`config.mk`:
```
export PLATFORM = sky130hd
export DESIGN_NAME = variable_partition_allocator
export DESIGN_NICKNAME = d
export VERILOG_FILES = /design/src/rtl/vpa_pkg.sv /design/src/rtl/variable_partition_allocator.sv
export SDC_FILE = /design/constraint.sdc
export NUM_CORES = 2
export LEC_CHECK = 0
export BUFFER_PORTS_ARGS = -buffer_cell sky130_fd_sc_hd__buf_2
export CORE_MARGIN = 5
export CORE_UTILIZATION = 45
export CTS_BUF_LIST = sky130_fd_sc_hd__clkbuf_4
export DETAILED_ROUTE_END_ITERATION = 12
export GPL_TIMING_DRIVEN = 0
export PLACE_DENSITY = 0.63
export SYNTH_ARGS = -nofsm -noshare
export SYNTH_HDL_FRONTEND = slang
export SYNTH_SLANG_ARGS = --single-unit
```
`constraint.sdc`:
```
create_clock -name clk -period 28.5 [get_ports clk]
set_input_delay 4.275 -clock clk [delete_from_list [all_inputs] [get_ports clk]]
set_output_delay 4.275 -clock clk [all_outputs]
set_load 0.02 [all_outputs]
```
`src/rtl/vpa_pkg.sv`:
```
`timescale 1ns / 1ps
package vpa_pkg;

  localparam int MAX_SEGMENTS = 64;
  localparam int ADDR_BITS    = 16;

  localparam logic [1:0] OP_ALLOC   = 2'd0;
  localparam logic [1:0] OP_RELEASE = 2'd1;
  localparam logic [1:0] OP_READ    = 2'd2;

  localparam logic [1:0] FIT_FIRST = 2'd0;
  localparam logic [1:0] FIT_BEST  = 2'd1;
  localparam logic [1:0] FIT_WORST = 2'd2;

  localparam logic [2:0] ST_OK        = 3'd0;
  localparam logic [2:0] ST_NO_SPACE  = 3'd1;
  localparam logic [2:0] ST_NOT_FOUND = 3'd2;
  localparam logic [2:0] ST_BAD_STRAT = 3'd3;
  localparam logic [2:0] ST_FULL      = 3'd4;
  localparam logic [2:0] ST_BAD_ARG   = 3'd5;

  typedef struct packed {
    logic [1:0]  opcode;
    logic [15:0] request_size;
    logic [1:0]  fit_strategy;
    logic [15:0] release_address;
    logic [5:0]  entry_index;
  } vpa_in_t;

  typedef struct packed {
    logic [2:0]  status;
    logic [15:0] alloc_start;
    logic [15:0] entry_start;
    logic [15:0] entry_size;
    logic        entry_allocated;
    logic [6:0]  segment_count;
  } vpa_out_t;

endpackage

```
`src/rtl/variable_partition_allocator.sv`:
```
`timescale 1ns / 1ps
// Variable partition allocator: address-ordered segment table (start, size,
// allocated) in one synchronous memory, always sorted and coalesced.
// Command channel: item accepted when start is high and busy is low. Opcode
// allocate (first/best/worst fit), release (merge with free neighbors) or
// read of one table entry. One result per item, shown for exactly one cycle
// with done high; the receiver cannot stall, so no result buffering exists.
// Configuration: cfg_we writes pool_size at any edge (table back to one free
// segment); write it only while no item is in flight.
// Flow: each item walks the table one entry a cycle through the memory
// read port (scan phase); an allocation split then shifts the tail up and a
// release merge shifts it down, one entry at a time, each entry read and
// then written (UPRD/UPWR, DNRD/DNWR). A read passes through READ and RDWT.
// Reset: pool_size returns to 1200, count to one; entry 0 is rewritten in
// the cycle after reset as a forced init (busy high meanwhile). No other entry
// needs clearing since entries at or beyond the count are never read.
module variable_partition_allocator
  import vpa_pkg::*;
(
  input  logic     clk,
  input  logic     rst,
  input  logic     start,
  input  vpa_in_t  cmd,
  output logic     busy,
  input  logic     cfg_we,
  input  logic [15:0] cfg_data,
  output logic     done,
  output vpa_out_t result
);

  localparam int IW = $clog2(MAX_SEGMENTS);
  localparam int CW = $clog2(MAX_SEGMENTS + 1);
  localparam int EW = 2 * ADDR_BITS + 1;
  localparam logic [15:0] POOL_RESET = 16'd1200;

  localparam logic [3:0] S_INIT  = 4'd0;
  localparam logic [3:0] S_IDLE  = 4'd1;
  localparam logic [3:0] S_SCAN  = 4'd2;
  localparam logic [3:0] S_DEC   = 4'd3;
  localparam logic [3:0] S_UPRD  = 4'd4;
  localparam logic [3:0] S_UPWR  = 4'd5;
  localparam logic [3:0] S_SPLIT = 4'd6;
  localparam logic [3:0] S_DNRD  = 4'd7;
  localparam logic [3:0] S_DNWR  = 4'd8;
  localparam logic [3:0] S_MERGE = 4'd9;
  localparam logic [3:0] S_READ  = 4'd10;
  localparam logic [3:0] S_RDWT  = 4'd11;

  // entry memory: {used, size, start}
  logic [EW-1:0] mem [MAX_SEGMENTS];
  logic [EW-1:0] rdata;
  logic [IW-1:0] raddr, waddr;
  logic [EW-1:0] wdata;
  logic          we;

  always_ff @(posedge clk) begin
    if (we) mem[waddr] <= wdata;
    rdata <= mem[raddr];
  end

  logic [3:0]    state;
  logic [15:0]   pool_size;
  logic [CW-1:0] count;
  vpa_in_t       req;
  // result registers; the segment count comes straight from count
  logic [2:0]    out_status;
  logic [15:0]   out_alloc;
  logic [15:0]   out_estart;
  logic [15:0]   out_esize;
  logic          out_used;
  // scan pointers
  logic [CW-1:0] rptr;       // next address issued
  logic          rvalid;     // rdata holds entry rptr-1
  logic [IW-1:0] ridx;
  logic          found;
  logic [IW-1:0] pick;
  logic [EW-1:0] pick_e;
  logic          prev_free;  // entry before current is free
  logic [EW-1:0] prev_e;
  logic          have_prev;
  logic          have_next;
  logic [EW-1:0] next_e;
  logic [EW-1:0] prev_of_pick;
  logic          pick_prev_free;
  logic          rel_locked;  // release hit found, capture following entry
  logic [CW-1:0] mv;         // shift pointer
  logic [CW-1:0] merge_n;    // entries removed

  wire [ADDR_BITS-1:0] r_start = rdata[ADDR_BITS-1:0];
  wire [ADDR_BITS-1:0] r_size  = rdata[2*ADDR_BITS-1:ADDR_BITS];
  wire                 r_used  = rdata[EW-1];
  wire [ADDR_BITS-1:0] p_size  = pick_e[2*ADDR_BITS-1:ADDR_BITS];
  wire [ADDR_BITS-1:0] rq      = ADDR_BITS'(req.request_size);

  assign busy = (state != S_IDLE);

  always_comb begin
    raddr = rptr[IW-1:0];
    if (state == S_UPRD) raddr = IW'(mv - 1'b1);
    if (state == S_DNRD) raddr = IW'(mv + merge_n);
    if (state == S_READ) raddr = req.entry_index[IW-1:0];
    if (state == S_IDLE) raddr = cmd.entry_index[IW-1:0];
  end

  task automatic finish(input logic [2:0] st, input logic [15:0] as_);
    done <= 1'b1;
    out_status <= st;
    out_alloc <= as_;
    out_estart <= '0;
    out_esize <= '0;
    out_used <= 1'b0;
    state <= S_IDLE;
  endtask

  always_ff @(posedge clk) begin
    we <= 1'b0;
    done <= 1'b0;
    if (rst) begin
      state <= S_INIT;
      pool_size <= POOL_RESET;
      count <= CW'(1);
      rvalid <= 1'b0;
    end else if (cfg_we) begin
      pool_size <= cfg_data;
      count <= CW'(1);
      state <= S_INIT;
    end else begin
      unique case (state)
        S_INIT: begin
          we <= 1'b1;
          waddr <= '0;
          wdata <= {1'b0, ADDR_BITS'(pool_size), {ADDR_BITS{1'b0}}};
          state <= S_IDLE;
        end
        S_IDLE: begin
          if (start) begin
            req <= cmd;
            rptr <= '0;
            rvalid <= 1'b0;
            found <= 1'b0;
            prev_free <= 1'b0;
            have_prev <= 1'b0;
            have_next <= 1'b0;
            rel_locked <= 1'b0;
            if (cmd.opcode == OP_ALLOC) begin
              if (cmd.fit_strategy > FIT_WORST) finish(ST_BAD_STRAT, '0);
              else if (cmd.request_size == '0) finish(ST_BAD_ARG, '0);
              else state <= S_SCAN;
            end else if (cmd.opcode == OP_RELEASE) begin
              state <= S_SCAN;
            end else if (cmd.opcode == OP_READ &&
                         {1'b0, cmd.entry_index} < 7'(count) &&
                         32'(cmd.entry_index) < MAX_SEGMENTS) begin
              state <= S_READ;
            end else begin
              finish(ST_BAD_ARG, '0);
            end
          end
        end
        S_READ: state <= S_RDWT;
        S_RDWT: begin
          done <= 1'b1;
          out_status <= ST_OK;
          out_alloc <= '0;
          out_estart <= 16'(r_start);
          out_esize <= 16'(r_size);
          out_used <= r_used;
          state <= S_IDLE;
        end
        S_SCAN: begin
          if (rptr < count) rptr <= rptr + 1'b1;
          rvalid <= (rptr < count);
          ridx <= rptr[IW-1:0];
          if (rvalid) begin
            if (req.opcode == OP_ALLOC) begin
              if (!r_used && !found &&
                  (req.fit_strategy != FIT_FIRST || r_size >= rq) &&
                  (req.fit_strategy != FIT_BEST || r_size >= rq)) begin
                found <= 1'b1; pick <= ridx; pick_e <= rdata;
              end else if (!r_used && found && req.fit_strategy == FIT_BEST &&
                           r_size >= rq && r_size < p_size) begin
                pick <= ridx; pick_e <= rdata;
              end else if (!r_used && found && req.fit_strategy == FIT_WORST &&
                           r_size > p_size) begin
                pick <= ridx; pick_e <= rdata;
              end
            end else begin
              if (rel_locked && !have_next) begin
                have_next <= 1'b1; next_e <= rdata;
              end else if (!rel_locked && r_used &&
                           r_start == ADDR_BITS'(req.release_address)) begin
                rel_locked <= 1'b1; found <= 1'b1; pick <= ridx; pick_e <= rdata;
                pick_prev_free <= have_prev && prev_free;
                prev_of_pick <= prev_e;
              end
              have_prev <= 1'b1; prev_free <= !r_used; prev_e <= rdata;
            end
          end
          if (!rvalid && rptr == count && rptr != '0) state <= S_DEC;
          if (req.opcode == OP_ALLOC && req.fit_strategy == FIT_FIRST && found)
            state <= S_DEC;
        end
        S_DEC: begin
          if (req.opcode == OP_ALLOC) begin
            if (!found || p_size < rq) finish(ST_NO_SPACE, '0);
            else if (p_size == rq) begin
              we <= 1'b1; waddr <= pick;
              wdata <= {1'b1, pick_e[EW-2:0]};
              finish(ST_OK, 16'(pick_e[ADDR_BITS-1:0]));
            end else if (32'(count) >= MAX_SEGMENTS) finish(ST_FULL, '0);
            else begin
              mv <= count;
              state <= (count > CW'(pick) + 1'b1) ? S_UPRD : S_SPLIT;
            end
          end else if (!found) begin
            finish(ST_NOT_FOUND, '0);
          end else begin
            // merged entry lands at base; merge_n entries vanish
            merge_n <= CW'(pick_prev_free) + CW'(have_next && !next_e[EW-1]);
            if (pick_prev_free) begin
              mv <= CW'(pick);
              waddr <= IW'(pick - 1'b1);
              wdata <= {1'b0, ADDR_BITS'(prev_of_pick[2*ADDR_BITS-1:ADDR_BITS] + p_size +
                        ((have_next && !next_e[EW-1]) ?
                          next_e[2*ADDR_BITS-1:ADDR_BITS] : '0)),
                        prev_of_pick[ADDR_BITS-1:0]};
            end else begin
              mv <= CW'(pick) + 1'b1;
              waddr <= pick;
              wdata <= {1'b0, ADDR_BITS'(p_size +
                        ((have_next && !next_e[EW-1]) ?
                          next_e[2*ADDR_BITS-1:ADDR_BITS] : '0)),
                        pick_e[ADDR_BITS-1:0]};
            end
            we <= 1'b1;
            state <= S_DNRD;
          end
        end
        S_UPRD: state <= S_UPWR;
        S_UPWR: begin
          we <= 1'b1; waddr <= mv[IW-1:0]; wdata <= rdata;
          mv <= mv - 1'b1;
          state <= (mv - 1'b1 > CW'(pick) + 1'b1) ? S_UPRD : S_SPLIT;
        end
        S_SPLIT: begin
          we <= 1'b1; waddr <= IW'(pick + 1'b1);
          wdata <= {1'b0, ADDR_BITS'(p_size - rq),
                    ADDR_BITS'(pick_e[ADDR_BITS-1:0] + rq)};
          state <= S_MERGE;
          mv <= '0;
          merge_n <= '0;
        end
        S_DNRD: begin
          if (merge_n == '0 || mv + merge_n >= count) begin
            count <= count - merge_n;
            finish(ST_OK, '0);
          end else state <= S_DNWR;
        end
        S_DNWR: begin
          we <= 1'b1; waddr <= mv[IW-1:0]; wdata <= rdata;
          mv <= mv + 1'b1;
          state <= S_DNRD;
        end
        S_MERGE: begin
          // finish split: shrink picked hole into the granted entry
          we <= 1'b1; waddr <= pick;
          wdata <= {1'b1, rq, pick_e[ADDR_BITS-1:0]};
          count <= count + 1'b1;
          finish(ST_OK, 16'(pick_e[ADDR_BITS-1:0]));
        end
        default: state <= S_IDLE;
      endcase
    end
  end

  assign result = {out_status, out_alloc, out_estart, out_esize, out_used, 7'(count)};

endmodule
```
==> reports/results.tsv <==
metric	value	unit
gpl congestion	1.05	
Ys Warns	0	
Die ar.	236000	µm²
Starting Density	45.3	%
aggregate global-route resource usage	29.3	%
vias in the first global route	70000	
Hold Slack	401	ps
Synth async-reset ratio	0	%
CP endpoint kind	register	
Syn Area/Cell	13.0	µm²
sum of routed wire length over all layers	355000	µm
max-slew violation count	13	
TritonRoute pass-1 iters	8	
H-tree Lvls	6	
synthesis-to-finish area growth	16.3	%
total number of vias	73400	
Num Clock Sinks	2455	
Worst setup startpoint	cmd[1]	
initial antenna violation count	34	
P per Cell Area	64.0	nW/µm²
Wirelength per Cell	29.1	µm
DRC violations left	0	
flop-to-flop setup slack	21250	ps
Final #Nets	8982	
endpoints failing setup	0	
# resized after CTS	0	
largest net degree at the start of global routing	35	
prevailing post-synth register cell	edfxtp_1	
Max Buffers Root-to-Sink	4	
period utilisation layout	29.8	%
core area	225000	µm²
FMAX	118	MHz
sequential share of the synthesized area	71.8	%
port buffer count	121	
worst r2r dst	rdata[23]	
clock skew	182	ps
crit-path max FO	12	
Startpoint Class	input port	
Root Buffer	clkbuf_4	
Worst-Margin Slew	1590	ps
crit path to	rdata[23]	
mapped cell area	102000	µm²
Row Count	174	
Pwr Total	0.00758	W
failing checks	capacitance limit, slew limit	
post-synth top area cell	edfxtp_1	
TritonCTS Buffers	641	
IR drop worst, VDD	0.0489	mV
RSZ-0062 raised after global routing	false	
post-route ant nets	0	
Netlist cell types	92	
Slew headroom	-6.21	%
EDFF count, synth	2392	
die width	486	µm
worst r2r path cells	15	
Fin Setup TNS	0	ps
Setup Buffers After CTS	0	
total global routing overflow	0	
TritonCTS clock tree	yes	
FF+latch count, synth	2455	
Die Ht	486	µm
Cells after Synth	7818	
layout cell share with drive strength beyond 1	17.5	%
top post-synthesis cells by area	edfxtp_1, nand2_1, nand3_1	
violation count after the first detailed-route iteration	10400	
synth cell count leaders	edfxtp_1, nand2_1, nand3_1	
status	finished with violations	
Synth top area share	70.6	%
HP Start	prev_e[29]	
Crit path required time	29840	ps
most frequent cell after synthesis	edfxtp_1	
number of vias per cell	6.02	
MaxCap Viol Count	2	
clock period minus worst slack	8490	ps
WS Path Type	input port to register	
Leakage	42.2	nW
final hold violations	0	
clk_lat worst skew	1490	ps
post-synth net total	8038	
Hold Crit Class	register to register	
first-pass GRT wire length	497000	µm
launch point of the worst reg-to-reg path	mv[1]	
Critical Path AT	9830	ps
Clock transition at path regs	70	ps
HPWL Detailed	255000	µm
Top Ports	123	
# hold bufs at CTS	0	
worst min-delay path by stage:
stage / depth (start not counted) / endpoint / slack [ps]
floorplan: 0 / pick[0] / 400
global placement: 0 / prev_of_pick[10] / 400
detailed placement: 0 / prev_of_pick[18] / 400
CTS: 0 / prev_of_pick[29] / 390
global route: 0 / prev_of_pick[29] / 380
finish: 0 / prev_of_pick[29] / 400
kinds of logic (layout without fill, tap and decap cells):
family / after synthesis / count (layout) / synth area share [%]
AOI/OAI and AO/OA: 926 / 926 / 6.70
xor gates and xnor gates: 97 / 97 / 0.834
adders and majority gates: 162 / 162 / 2.14
buffers and inverters: 559 / 1912 / 2.39
DFF: 2455 / 2455 / 71.8
muxes: 53 / 53 / 0.842
other: 0 / 28 / 0
and+or+nand+nor: 3566 / 3566 / 15.3
report_power, final:
part	total (W)	switching (W)	internal, W
Combinational	0.000574	0.000420	0.000154
Sequential	0.00401	0.0000506	0.00396
Clock	0.00299	0.00144	0.00155
Total	0.00758	0.00191	0.00566
sequential cells by signal, summed over array words and instances, names as in the netlist, 2 cells and up:
signal	count
count	7
mem	2112
merge_n	2
mv	7
next_e	17
out_alloc	16
out_esize	16
out_estart	16
out_status	3
pick	6
pick_e	32
pool_size	16
prev_e	32
prev_of_pick	32
rdata	33
req	26
ridx	6
rptr	7
rq	16
state	4
waddr	6
wdata	33
metal layers:
metal	track usage, %	up-vias	share of wire (%)
met3	9.96	993	14
met5	0	-	0.040
met4	16.4	16	6.2
met1	38.4	35700	37
met2	42.8	5254	43
li1	-	31400	-
cell type report:
class	instances	area [µm²]
tap	2992	3740
multi-input combinational	4804	26800
fill	19000	106000
antenna	28	70.1
sequential	2455	73100
clock buffer	912	6850
inverter	76	285
clock inverter	140	850
buffer	483	2140
timing repair buffer	301	4580
through the flow:
stage	utilization [%]	area, µm²	setup WS (ps)	cells
2_1_floorplan	-	102000	14720	7818
3_3_place_gp	47.2	106000	10530	10900
3_5_place_dp	49.2	111000	19180	11100
4_1_cts	52.6	118000	20720	12200
5_1_grt	52.6	118000	20460	12200
6_report	52.7	118000	20010	12200
placed cells by master (no fill, tap or decap), types with 84 or more instances in the layout:
master and count:
and3_1 215, edfxtp_1 2392, nor2_1 129, buf_2 339, nand3_1 790, clkbuf_1 210
a31oi_1 223, clkbuf_4 912, buf_16 84, ha_1 137, clkinv_1 97, nand2_1 2124
a21oi_1 98, a311oi_1 171
worst max-delay path: stages:
cell	delay, ps
buf_2	180
a21oi_2	1110
buf_2	800
buf_2	550
buf_2	570
buf_1	790
nand3_1	190
nand3_1	270
a31oi_1	540
o211a_1	520
(Power assumes the default switching activity.)
